$ cat src/rtl/tdt_pkg.sv
package tdt_pkg;

	// Widths of the configuration port.
	localparam int CFG_INDEX_W = 3;
	localparam int CFG_DATA_W  = 16;

	// Register indexes on the configuration port.
	localparam logic [CFG_INDEX_W-1:0] CFG_TAP_RADIUS    = 3'd0;
	localparam logic [CFG_INDEX_W-1:0] CFG_TAP_WINDOW    = 3'd1;
	localparam logic [CFG_INDEX_W-1:0] CFG_DOUBLE_WINDOW = 3'd2;
	localparam logic [CFG_INDEX_W-1:0] CFG_ENABLE_TAP    = 3'd3;
	localparam logic [CFG_INDEX_W-1:0] CFG_ENABLE_DOUBLE = 3'd4;

	// Register values after reset.
	localparam logic [7:0]  RADIUS_RESET        = 8'd3;
	localparam logic [15:0] TAP_WINDOW_RESET    = 16'd200;
	localparam logic [15:0] DOUBLE_WINDOW_RESET = 16'(2 * 200);

	// Depths of the queue between front and back and of the result queue.
	localparam int MID_DEPTH_DEFAULT = 2;
	localparam int OUT_DEPTH_DEFAULT = 2;

	// Action codes of an incoming event.
	localparam logic [2:0] ACT_DOWN  = 3'd0;
	localparam logic [2:0] ACT_UP    = 3'd1;
	localparam logic [2:0] ACT_MOVE  = 3'd2;
	localparam logic [2:0] ACT_OTHER = 3'd3;
	localparam logic [2:0] ACT_TICK  = 3'd4;

	// Event class as decoded by the front part.
	typedef enum logic [2:0] {
		CLS_DOWN,
		CLS_UP,
		CLS_MOVE,
		CLS_OTHER,
		CLS_TICK,
		CLS_IGNORE
	} cls_t;

	// Outcome codes of a result.
	typedef enum logic [2:0] {
		OUT_IDLE    = 3'd0,
		OUT_PENDING = 3'd1,
		OUT_TAP     = 3'd2,
		OUT_DOUBLE  = 3'd3,
		OUT_FAIL    = 3'd4
	} outcome_t;

	// One incoming pointer event.
	typedef struct packed {
		logic [2:0]         action;
		logic [3:0]         pointer_id;
		logic signed [15:0] pos_x;
		logic signed [15:0] pos_y;
		logic [31:0]        stamp_ms;
	} in_item_t;

	// One result.
	typedef struct packed {
		logic [2:0]         outcome;
		logic signed [15:0] gesture_x;
		logic signed [15:0] gesture_y;
	} out_item_t;

	// A classified event as queued between front and back.
	typedef struct packed {
		cls_t               cls;
		logic [3:0]         pointer_id;
		logic signed [15:0] pos_x;
		logic signed [15:0] pos_y;
		logic [31:0]        stamp_ms;
	} cmd_t;

	// One configuration write.
	typedef struct packed {
		logic                   we;
		logic [CFG_INDEX_W-1:0] index;
		logic [CFG_DATA_W-1:0]  data;
	} cfg_wr_t;

endpackage

$ cat src/rtl/tdt_fifo.sv
module tdt_fifo #(
	parameter int DEPTH = 2,
	parameter int WIDTH = 8
) (
	input  logic             clk,
	input  logic             arst_n,
	input  logic             push,
	input  logic [WIDTH-1:0] wdata,
	output logic             full,
	input  logic             pop,
	output logic [WIDTH-1:0] rdata,
	output logic             empty
);

	localparam int PW = (DEPTH > 1) ? $clog2(DEPTH) : 1;
	localparam int CW = $clog2(DEPTH + 1);

	logic [WIDTH-1:0] mem_q [DEPTH];
	logic [PW-1:0]    wr_ptr_q;
	logic [PW-1:0]    rd_ptr_q;
	logic [CW-1:0]    count_q;
	logic             do_push;
	logic             do_pop;

	// Status and read side.
	assign full    = (count_q == CW'(DEPTH));
	assign empty   = (count_q == '0);
	assign do_push = push && !full;
	assign do_pop  = pop && !empty;
	assign rdata   = mem_q[rd_ptr_q];

	// Storage; payload needs no reset.
	always_ff @(posedge clk) begin
		if (do_push) begin
			mem_q[wr_ptr_q] <= wdata;
		end
	end

	// Pointers and fill count.
	always_ff @(posedge clk or negedge arst_n) begin
		if (!arst_n) begin
			wr_ptr_q <= '0;
			rd_ptr_q <= '0;
			count_q  <= '0;
		end else begin
			if (do_push) begin
				wr_ptr_q <= (wr_ptr_q == PW'(DEPTH - 1)) ? '0 : wr_ptr_q + 1'b1;
			end
			if (do_pop) begin
				rd_ptr_q <= (rd_ptr_q == PW'(DEPTH - 1)) ? '0 : rd_ptr_q + 1'b1;
			end
			unique case ({do_push, do_pop})
				2'b10: count_q <= count_q + 1'b1;
				2'b01: count_q <= count_q - 1'b1;
				default: count_q <= count_q;
			endcase
		end
	end

endmodule

$ cat src/rtl/tdt_front.sv
module tdt_front import tdt_pkg::*; #(
	parameter int MID_DEPTH = MID_DEPTH_DEFAULT
) (
	input  logic     clk,
	input  logic     arst_n,
	input  logic     push,
	output logic     full,
	input  in_item_t event_item,
	output logic     cmd_valid,
	input  logic     cmd_take,
	output cmd_t     cmd
);

	cmd_t cls_item;
	logic mid_empty;

	// Decode the action code into an event class.
	always_comb begin
		cls_item.pointer_id = event_item.pointer_id;
		cls_item.pos_x      = event_item.pos_x;
		cls_item.pos_y      = event_item.pos_y;
		cls_item.stamp_ms   = event_item.stamp_ms;
		unique case (event_item.action)
			ACT_DOWN:  cls_item.cls = CLS_DOWN;
			ACT_UP:    cls_item.cls = CLS_UP;
			ACT_MOVE:  cls_item.cls = CLS_MOVE;
			ACT_OTHER: cls_item.cls = CLS_OTHER;
			ACT_TICK:  cls_item.cls = CLS_TICK;
			default:   cls_item.cls = CLS_IGNORE;
		endcase
	end

	// Short queue that decouples intake from evaluation.
	tdt_fifo #(
		.DEPTH (MID_DEPTH),
		.WIDTH ($bits(cmd_t))
	) u_mid_fifo (
		.clk    (clk),
		.arst_n (arst_n),
		.push   (push),
		.wdata  (cls_item),
		.full   (full),
		.pop    (cmd_take),
		.rdata  (cmd),
		.empty  (mid_empty)
	);

	assign cmd_valid = !mid_empty;

endmodule

$ cat src/rtl/tdt_back.sv
module tdt_back import tdt_pkg::*; #(
	parameter int OUT_DEPTH = OUT_DEPTH_DEFAULT
) (
	input  logic      clk,
	input  logic      arst_n,
	input  cfg_wr_t   cfg,
	input  logic      cmd_valid,
	output logic      cmd_take,
	input  cmd_t      cmd,
	output logic      empty,
	input  logic      pop,
	output out_item_t result
);

	// Configuration registers.
	logic [7:0]  radius_q;
	logic [15:0] radius_sq_q;
	logic [15:0] tap_window_q;
	logic [15:0] double_window_q;
	logic        en_tap_q;
	logic        en_double_q;

	// Candidate state.
	logic               active_q;
	logic               single_alive_q;
	logic               single_done_q;
	logic               double_alive_q;
	logic               ups_seen_q;
	logic signed [15:0] start_x_q;
	logic signed [15:0] start_y_q;
	logic [31:0]        start_time_q;
	logic [3:0]         owner_q;

	// Next state.
	logic               n_active;
	logic               n_single;
	logic               n_done;
	logic               n_double;
	logic               n_ups;
	logic signed [15:0] n_start_x;
	logic signed [15:0] n_start_y;
	logic [31:0]        n_start_time;
	logic [3:0]         n_owner;

	logic      do_resolve;
	logic      do_begin;
	logic      began_idle;
	outcome_t  code;
	out_item_t res_item;
	logic      out_full;

	// Elapsed time and window checks.
	logic [31:0] elapsed;
	logic        el_le_tap;
	logic        el_le_double;

	assign elapsed      = cmd.stamp_ms - start_time_q;
	assign el_le_tap    = (elapsed <= 32'(tap_window_q));
	assign el_le_double = (elapsed <= 32'(double_window_q));

	// Distance check: a box test first, then exact squares on eight-bit offsets.
	logic [16:0] dx;
	logic [16:0] dy;
	logic [16:0] adx;
	logic [16:0] ady;
	logic        in_box;
	logic [15:0] sq_x;
	logic [15:0] sq_y;
	logic [16:0] dist_sq;
	logic        near;

	assign dx      = {cmd.pos_x[15], cmd.pos_x} - {start_x_q[15], start_x_q};
	assign dy      = {cmd.pos_y[15], cmd.pos_y} - {start_y_q[15], start_y_q};
	assign adx     = dx[16] ? (~dx + 17'd1) : dx;
	assign ady     = dy[16] ? (~dy + 17'd1) : dy;
	assign in_box  = (adx <= {9'd0, radius_q}) && (ady <= {9'd0, radius_q});
	assign sq_x    = 16'(adx[7:0]) * 16'(adx[7:0]);
	assign sq_y    = 16'(ady[7:0]) * 16'(ady[7:0]);
	assign dist_sq = {1'b0, sq_x} + {1'b0, sq_y};
	assign near    = in_box && (dist_sq <= {1'b0, radius_sq_q});

	// Track updates for one event.
	always_comb begin
		n_active     = active_q;
		n_single     = single_alive_q;
		n_done       = single_done_q;
		n_double     = double_alive_q;
		n_ups        = ups_seen_q;
		n_start_x    = start_x_q;
		n_start_y    = start_y_q;
		n_start_time = start_time_q;
		n_owner      = owner_q;
		code         = OUT_IDLE;
		do_resolve   = 1'b0;
		do_begin     = 1'b0;
		began_idle   = 1'b0;

		if (cmd.cls == CLS_IGNORE) begin
			code = active_q ? OUT_PENDING : OUT_IDLE;
		end else if (!active_q) begin
			do_begin   = (cmd.cls == CLS_DOWN);
			began_idle = 1'b1;
		end else if (cmd.cls == CLS_TICK) begin
			if (single_alive_q && !el_le_tap) begin
				n_single = 1'b0;
			end
			if (double_alive_q && !el_le_double) begin
				n_double = 1'b0;
			end
			do_resolve = 1'b1;
		end else if (cmd.pointer_id != owner_q) begin
			code = OUT_PENDING;
		end else begin
			unique case (cmd.cls)
				CLS_DOWN: begin
					n_single = 1'b0;
					if (double_alive_q && !(near && el_le_tap)) begin
						n_double = 1'b0;
					end
					if (!n_double) begin
						code     = single_done_q ? OUT_TAP : OUT_FAIL;
						do_begin = 1'b1;
					end else begin
						do_resolve = 1'b1;
					end
				end
				CLS_UP: begin
					do_resolve = 1'b1;
					if (single_alive_q) begin
						n_single = 1'b0;
						if (near && el_le_tap) begin
							n_done = 1'b1;
						end
					end
					if (double_alive_q) begin
						if (near && el_le_double) begin
							if (ups_seen_q) begin
								n_active   = 1'b0;
								n_single   = 1'b0;
								n_done     = 1'b0;
								n_double   = 1'b0;
								n_ups      = 1'b0;
								code       = OUT_DOUBLE;
								do_resolve = 1'b0;
							end else begin
								n_ups = 1'b1;
							end
						end else begin
							n_double = 1'b0;
						end
					end
				end
				CLS_MOVE: begin
					if (!(near && el_le_tap)) begin
						n_single = 1'b0;
						n_double = 1'b0;
					end
					do_resolve = 1'b1;
				end
				default: begin
					n_single   = 1'b0;
					n_double   = 1'b0;
					do_resolve = 1'b1;
				end
			endcase
		end

		// Settle the status of the candidate.
		if (do_resolve) begin
			priority if (n_double) begin
				code = OUT_PENDING;
			end else if (n_done) begin
				code = OUT_TAP;
			end else if (n_single) begin
				code = OUT_PENDING;
			end else begin
				code = OUT_FAIL;
			end
			if (code != OUT_PENDING) begin
				n_active = 1'b0;
				n_single = 1'b0;
				n_done   = 1'b0;
				n_double = 1'b0;
				n_ups    = 1'b0;
			end
		end

		// A new candidate starts from this down.
		if (do_begin) begin
			n_active = en_tap_q || en_double_q;
			n_single = en_tap_q;
			n_double = en_double_q;
			n_done   = 1'b0;
			n_ups    = 1'b0;
			if (en_tap_q || en_double_q) begin
				n_start_x    = cmd.pos_x;
				n_start_y    = cmd.pos_y;
				n_start_time = cmd.stamp_ms;
				n_owner      = cmd.pointer_id;
			end
		end

		if (began_idle) begin
			code = n_active ? OUT_PENDING : OUT_IDLE;
		end
	end

	// Result transaction; position from the new start when it began from idle.
	always_comb begin
		res_item.outcome = code;
		if (code == OUT_IDLE) begin
			res_item.gesture_x = '0;
			res_item.gesture_y = '0;
		end else if (began_idle) begin
			res_item.gesture_x = n_start_x;
			res_item.gesture_y = n_start_y;
		end else begin
			res_item.gesture_x = start_x_q;
			res_item.gesture_y = start_y_q;
		end
	end

	assign cmd_take = cmd_valid && !out_full;

	// Configuration registers; the squared radius is kept beside the radius.
	always_ff @(posedge clk or negedge arst_n) begin
		if (!arst_n) begin
			radius_q        <= RADIUS_RESET;
			radius_sq_q     <= 16'(RADIUS_RESET) * 16'(RADIUS_RESET);
			tap_window_q    <= TAP_WINDOW_RESET;
			double_window_q <= DOUBLE_WINDOW_RESET;
			en_tap_q        <= 1'b1;
			en_double_q     <= 1'b1;
		end else if (cfg.we) begin
			unique case (cfg.index)
				CFG_TAP_RADIUS: begin
					radius_q    <= cfg.data[7:0];
					radius_sq_q <= 16'(cfg.data[7:0]) * 16'(cfg.data[7:0]);
				end
				CFG_TAP_WINDOW:    tap_window_q    <= cfg.data;
				CFG_DOUBLE_WINDOW: double_window_q <= cfg.data;
				CFG_ENABLE_TAP:    en_tap_q        <= cfg.data[0];
				CFG_ENABLE_DOUBLE: en_double_q     <= cfg.data[0];
				default: ;
			endcase
		end
	end

	// Candidate state advances on each evaluated event.
	always_ff @(posedge clk or negedge arst_n) begin
		if (!arst_n) begin
			active_q       <= 1'b0;
			single_alive_q <= 1'b0;
			single_done_q  <= 1'b0;
			double_alive_q <= 1'b0;
			ups_seen_q     <= 1'b0;
			start_x_q      <= '0;
			start_y_q      <= '0;
			start_time_q   <= '0;
			owner_q        <= '0;
		end else if (cmd_take) begin
			active_q       <= n_active;
			single_alive_q <= n_single;
			single_done_q  <= n_done;
			double_alive_q <= n_double;
			ups_seen_q     <= n_ups;
			start_x_q      <= n_start_x;
			start_y_q      <= n_start_y;
			start_time_q   <= n_start_time;
			owner_q        <= n_owner;
		end
	end

	// Result queue toward the consumer.
	tdt_fifo #(
		.DEPTH (OUT_DEPTH),
		.WIDTH ($bits(out_item_t))
	) u_out_fifo (
		.clk    (clk),
		.arst_n (arst_n),
		.push   (cmd_take),
		.wdata  (res_item),
		.full   (out_full),
		.pop    (pop),
		.rdata  (result),
		.empty  (empty)
	);

	// A live candidate always has at least one track in progress.
	a_active_has_track: assert property (@(posedge clk) disable iff (!arst_n)
		active_q |-> (single_alive_q || double_alive_q))
		else $error("candidate active with no track in progress");

	// A completed tap only exists within a candidate.
	a_done_in_candidate: assert property (@(posedge clk) disable iff (!arst_n)
		single_done_q |-> active_q)
		else $error("completed tap outside a candidate");

	// The first up of a double tap is only remembered while that track lives.
	a_ups_needs_double: assert property (@(posedge clk) disable iff (!arst_n)
		ups_seen_q |-> double_alive_q)
		else $error("first up recorded without a double-tap track");

	// State changes only when an event was evaluated.
	a_state_moves_on_take: assert property (@(posedge clk) disable iff (!arst_n)
		!cmd_take |=> $stable(start_time_q) && $stable(active_q))
		else $error("candidate state changed without an evaluated event");

endmodule

$ cat src/rtl/tap_double_tap_recognizer.sv
// Flow: an accepted event waits in the middle queue and is evaluated at its head once the
// result queue has room; its result is then popped from there; one result per event, in order.
// Throughput: one event per cycle while the result queue has room; evaluation is combinational.
// Reset: arst_n clears both queues and the candidate, and restores the registers
// to radius 3, tap window 200 ms, double window 400 ms, both gestures enabled.
module tap_double_tap_recognizer import tdt_pkg::*; #(
	parameter int MID_DEPTH = MID_DEPTH_DEFAULT,
	parameter int OUT_DEPTH = OUT_DEPTH_DEFAULT
) (
	input  logic                   clk,
	input  logic                   arst_n,
	input  logic                   push,
	output logic                   full,
	input  in_item_t               event_item,
	output logic                   empty,
	input  logic                   pop,
	output out_item_t              result,
	input  logic                   cfg_we,
	input  logic [CFG_INDEX_W-1:0] cfg_index,
	input  logic [CFG_DATA_W-1:0]  cfg_data
);

	cfg_wr_t cfg;
	cmd_t    cmd;
	logic    cmd_valid;
	logic    cmd_take;

	// Bundle the configuration write.
	assign cfg.we    = cfg_we;
	assign cfg.index = cfg_index;
	assign cfg.data  = cfg_data;

	// Intake and classification.
	tdt_front #(
		.MID_DEPTH (MID_DEPTH)
	) u_front (
		.clk        (clk),
		.arst_n     (arst_n),
		.push       (push),
		.full       (full),
		.event_item (event_item),
		.cmd_valid  (cmd_valid),
		.cmd_take   (cmd_take),
		.cmd        (cmd)
	);

	// Gesture evaluation and result queue.
	tdt_back #(
		.OUT_DEPTH (OUT_DEPTH)
	) u_back (
		.clk       (clk),
		.arst_n    (arst_n),
		.cfg       (cfg),
		.cmd_valid (cmd_valid),
		.cmd_take  (cmd_take),
		.cmd       (cmd),
		.empty     (empty),
		.pop       (pop),
		.result    (result)
	);

endmodule
$ cat config.mk
export PLATFORM = sky130hd
export DESIGN_NAME = tap_double_tap_recognizer
export DESIGN_NICKNAME = d
export VERILOG_FILES = /design/src/rtl/tdt_pkg.sv /design/src/rtl/tdt_fifo.sv /design/src/rtl/tdt_front.sv /design/src/rtl/tdt_back.sv /design/src/rtl/tap_double_tap_recognizer.sv
export SDC_FILE = /design/constraint.sdc
export NUM_CORES = 1
export LEC_CHECK = 0
export ABC_AREA = 0
export BUFFER_PORTS_ARGS = -buffer_cell sky130_fd_sc_hd__buf_2
export CAP_MARGIN = 20
export CORE_ASPECT_RATIO = 0.7
export CORE_UTILIZATION = 40
export CTS_CLUSTER_SIZE = 40
export DETAILED_ROUTE_END_ITERATION = 6
export HOLD_SLACK_MARGIN = 0.03
export MAX_ROUTING_LAYER = met4
export PLACE_DENSITY = 0.65
export SYNTH_ARGS = -nofsm -noshare
export SYNTH_HDL_FRONTEND = slang
export SYNTH_SLANG_ARGS = --single-unit
$ cat constraint.sdc
create_clock -name clk -period 12.5 [get_ports clk]
set_clock_uncertainty 0.1 [all_clocks]
set_input_delay 2.5 -clock clk [delete_from_list [all_inputs] [get_ports clk]]
set_output_delay 2.5 -clock clk [all_outputs]
set_load 0.02 [all_outputs]
==> impl_metrics.tcl <==
set metrics [dict create \
    outcome "finished clean" \
    end_kind "register" \
    syn_inst 2428 \
    nFillCells 5803 \
    min_period_ps 11940 \
    cts.path.max_buffers 3 \
    synth_fa_ha_area_share_pct 19.03 \
    max_stage_delay_ps 540 \
    routed_via_density 5.271 \
    htreeDepth 2 \
    synth.top_cells.by_area "edfxtp_1, dfrtp_1, ha_1" \
    portBuffers 131 \
    dp_hpwl_um 46140 \
    synth.most_common_cell "inv_1" \
    cts-root-buf "clkbuf_16" \
    start_util_pct 40.59 \
    grt_max_degree 79 \
    synth_largest_area_cell "edfxtp_1" \
    ys_seq_area_share_pct 39.21 \
    required_ps 12810 \
    cts.sinks 349 \
    min_path_type "reg2reg" \
    coreArea_um2 61620 \
    clock_latency_ps 570 \
    ioPinCount 132 \
    cts_tree "yes" \
    synth_commonest_cells "inv_1, nand2_1, ha_1" \
    ys_types 90 \
    path_common_cell "ha_1" \
    synth_compound_area_share_pct 14.49 \
    syn_avg_cell_area_um2 10.30 \
    fin_crit_sh_pct 95.52 \
    synth_xor_area_share_pct 3.431 \
    area.growth.synth_to_final_pct 13.26 \
    synth_nets 2841 \
    synth_flop_cell "edfxtp_1" \
    cts_buffers 36 \
    grt_pass1_wl_um 96270 \
    hold_viol_final 0 \
    synth_enable_flop_cells 212 \
    cts.clk_slew.worst_paths_ps 60 \
    initialDrtViolationCount 1005 \
    cp-start-kind "register" \
    antenna_left 0 \
    critPathMaxFanout 12 \
    syn-cell-area_um2 25010 \
    first_global_vias 18220 \
    firstDrtPassIters 5 \
    yosys.area_share.simple_pct 11.61 \
    clock.fmax_mhz 83.75 \
    seqCellArea_um2 9812 \
    nets 2996 \
    yosys_warnings 0 \
    final-setup-viol-count 0 \
    yosysTopAreaCellShare_pct 25.45 \
    maxSlewHeadroom_pct 27.44 \
    route.detailed.drc 0 \
    path_class "reg2reg" \
    ys_seq_elements 349 \
    critPathArrivalTime_ps 12250 \
    drt_wl_total_um 60150 \
    fin_area_um2 28330 \
    place_area_um2 26710 \
    async_reset_ff_share_pct 39.26 \
    ctsHoldBuffers 0 \
    rows 76 \
    grtUsageTotal_pct 19.62 \
    routedWlPerCell_um 17.51 \
    fp.dieArea_um2 63560 \
    gp_congestion 0.9458 \
    synth_top_family_by_area "adder cells" \
    worstMarginPinSlew_ps 1088 \
    synth_mux_area_share_pct 6.022 \
    die_w_um 300.9 \
    maxCapViolCount 0 \
    layout-drive-gt1-share_pct 19.00 \
    overflow 0 \
    num_vias 18110 \
    crit_slowest_cell "fa_1" \
    whs_ps 384.1 \
    antenna_found_initial 5 \
    slew_viol_final 0 \
    die_h_um 211.2 \
    multiInputGateArea_um2 13860 \
]
==> cells in the final DEF (no fill, tap or decap), types with 30 or more instances in the layout <==
master and instances:
nand2_1 249, mux2_2 114, dfrtp_1 125, and2_1 34
clkbuf_16 36, xor2_1 30, o21ai_2 59, nand3_1 35
o21ai_0 129, xnor2_1 65, a21o_1 55, a21oi_1 100
edfxtp_1 212, buf_2 130, nor2_1 120, buf_4 57
inv_1 304, ha_1 211, fa_1 104
==> routing by layer <==
metal | vias up | global-route usage, % | share of wire (%)
met5 | - | - | 0
met4 | 0 | 5.024 | 2.0
met2 | 351 | 30.38 | 45
met1 | 8842 | 26.75 | 48
li1 | 8830 | - | -
met3 | 83 | 3.168 | 4.6
==> worst max-delay path, delay by kind of cell (launching register included) <==
family	cells	cell delay, ps
AO/OA/AOI/OAI	24	4400
XOR/XNOR	2	410
adder cells (fa/ha/maj)	10	3560
buffers and inverters	8	1030
flip-flops	1	510
multiplexers	1	380
AND/OR/NAND/NOR	11	1430
==> what timing repair did <==
| item | CTS | global route |
|---|---|---|
| gates resized for setup | 4 | 37 |
| setup buffers | 0 | 13 |
| pin swaps | 0 | 11 |
| setup endpoints to repair | 36 | 79 |
==> stage by stage <==
stage          util, %  worst slack (ps)  cells  TNS [ps]
4_1_cts          45.39             82.34   3413         0
6_report         45.98             559.7   3435         0
3_3_place_gp     43.35             140.7   3347         0
3_5_place_dp     43.35            -204.2   3347     -1852
5_1_grt          45.97            -104.1   3434    -777.7
2_1_floorplan        -             92.41   2428         0
==> state kept, by name, indices dropped and copies added, names as in the netlist, 2 cells and up <==
| register | cells |
|---|---|
| u_front.u_mid_fifo.mem_q | 142 |
| u_back.radius_sq_q | 15 |
| u_back.tap_window_q | 16 |
| u_front.u_mid_fifo.count_q | 2 |
| u_back.u_out_fifo.count_q | 2 |
| u_back.start_x_q | 16 |
| u_back.start_y_q | 16 |
| u_back.radius_q | 7 |
| u_back.owner_q | 4 |
| u_back.start_time_q | 32 |
| u_back.double_window_q | 16 |
| u_back.u_out_fifo.mem_q | 70 |
==> kinds of logic after synthesis <==
logic type / Yosys count
mux: 135
buf+inv: 384
compound gates: 532
xor+xnor: 98
simple gates: 612
fa+ha+maj: 318
flops: 349
==> worst paths after layout <==
check / slack (ps) / startpoint / depth (start not counted) / to
worst max-delay path: 560 / u_front.u_mid_fifo.rd_ptr_q / 56 / u_back.u_out_fifo.mem_q[0][32]
worst min-delay path: 380 / u_back.radius_sq_q[13] / 2 / u_back.radius_sq_q[13]
worst max register to register: 560 / u_front.u_mid_fifo.rd_ptr_q / 56 / u_back.u_out_fifo.mem_q[0][32]
worst min register to register: 380 / u_back.radius_sq_q[13] / 2 / u_back.radius_sq_q[13]
max in group asynchronous: 9030 / arst_n / 2 / u_back.tap_window_q[14]
min in group asynchronous: 1870 / arst_n / 1 / u_back.start_time_q[10]
==> layout make-up <==
class	instances	share of cell area, %
inverters	305	4.041
flip-flops and latches	349	34.63
well taps	819	3.617
clock inverters	19	0.9937
clock buffers	47	3.396
repair buffers	196	4.359
diodes	5	0.04416
multi-input cells	1695	48.92
Power is left out: the tool's default activity adds up to more than one toggle a clock period on the data nets, which glitch-free logic cannot reach.
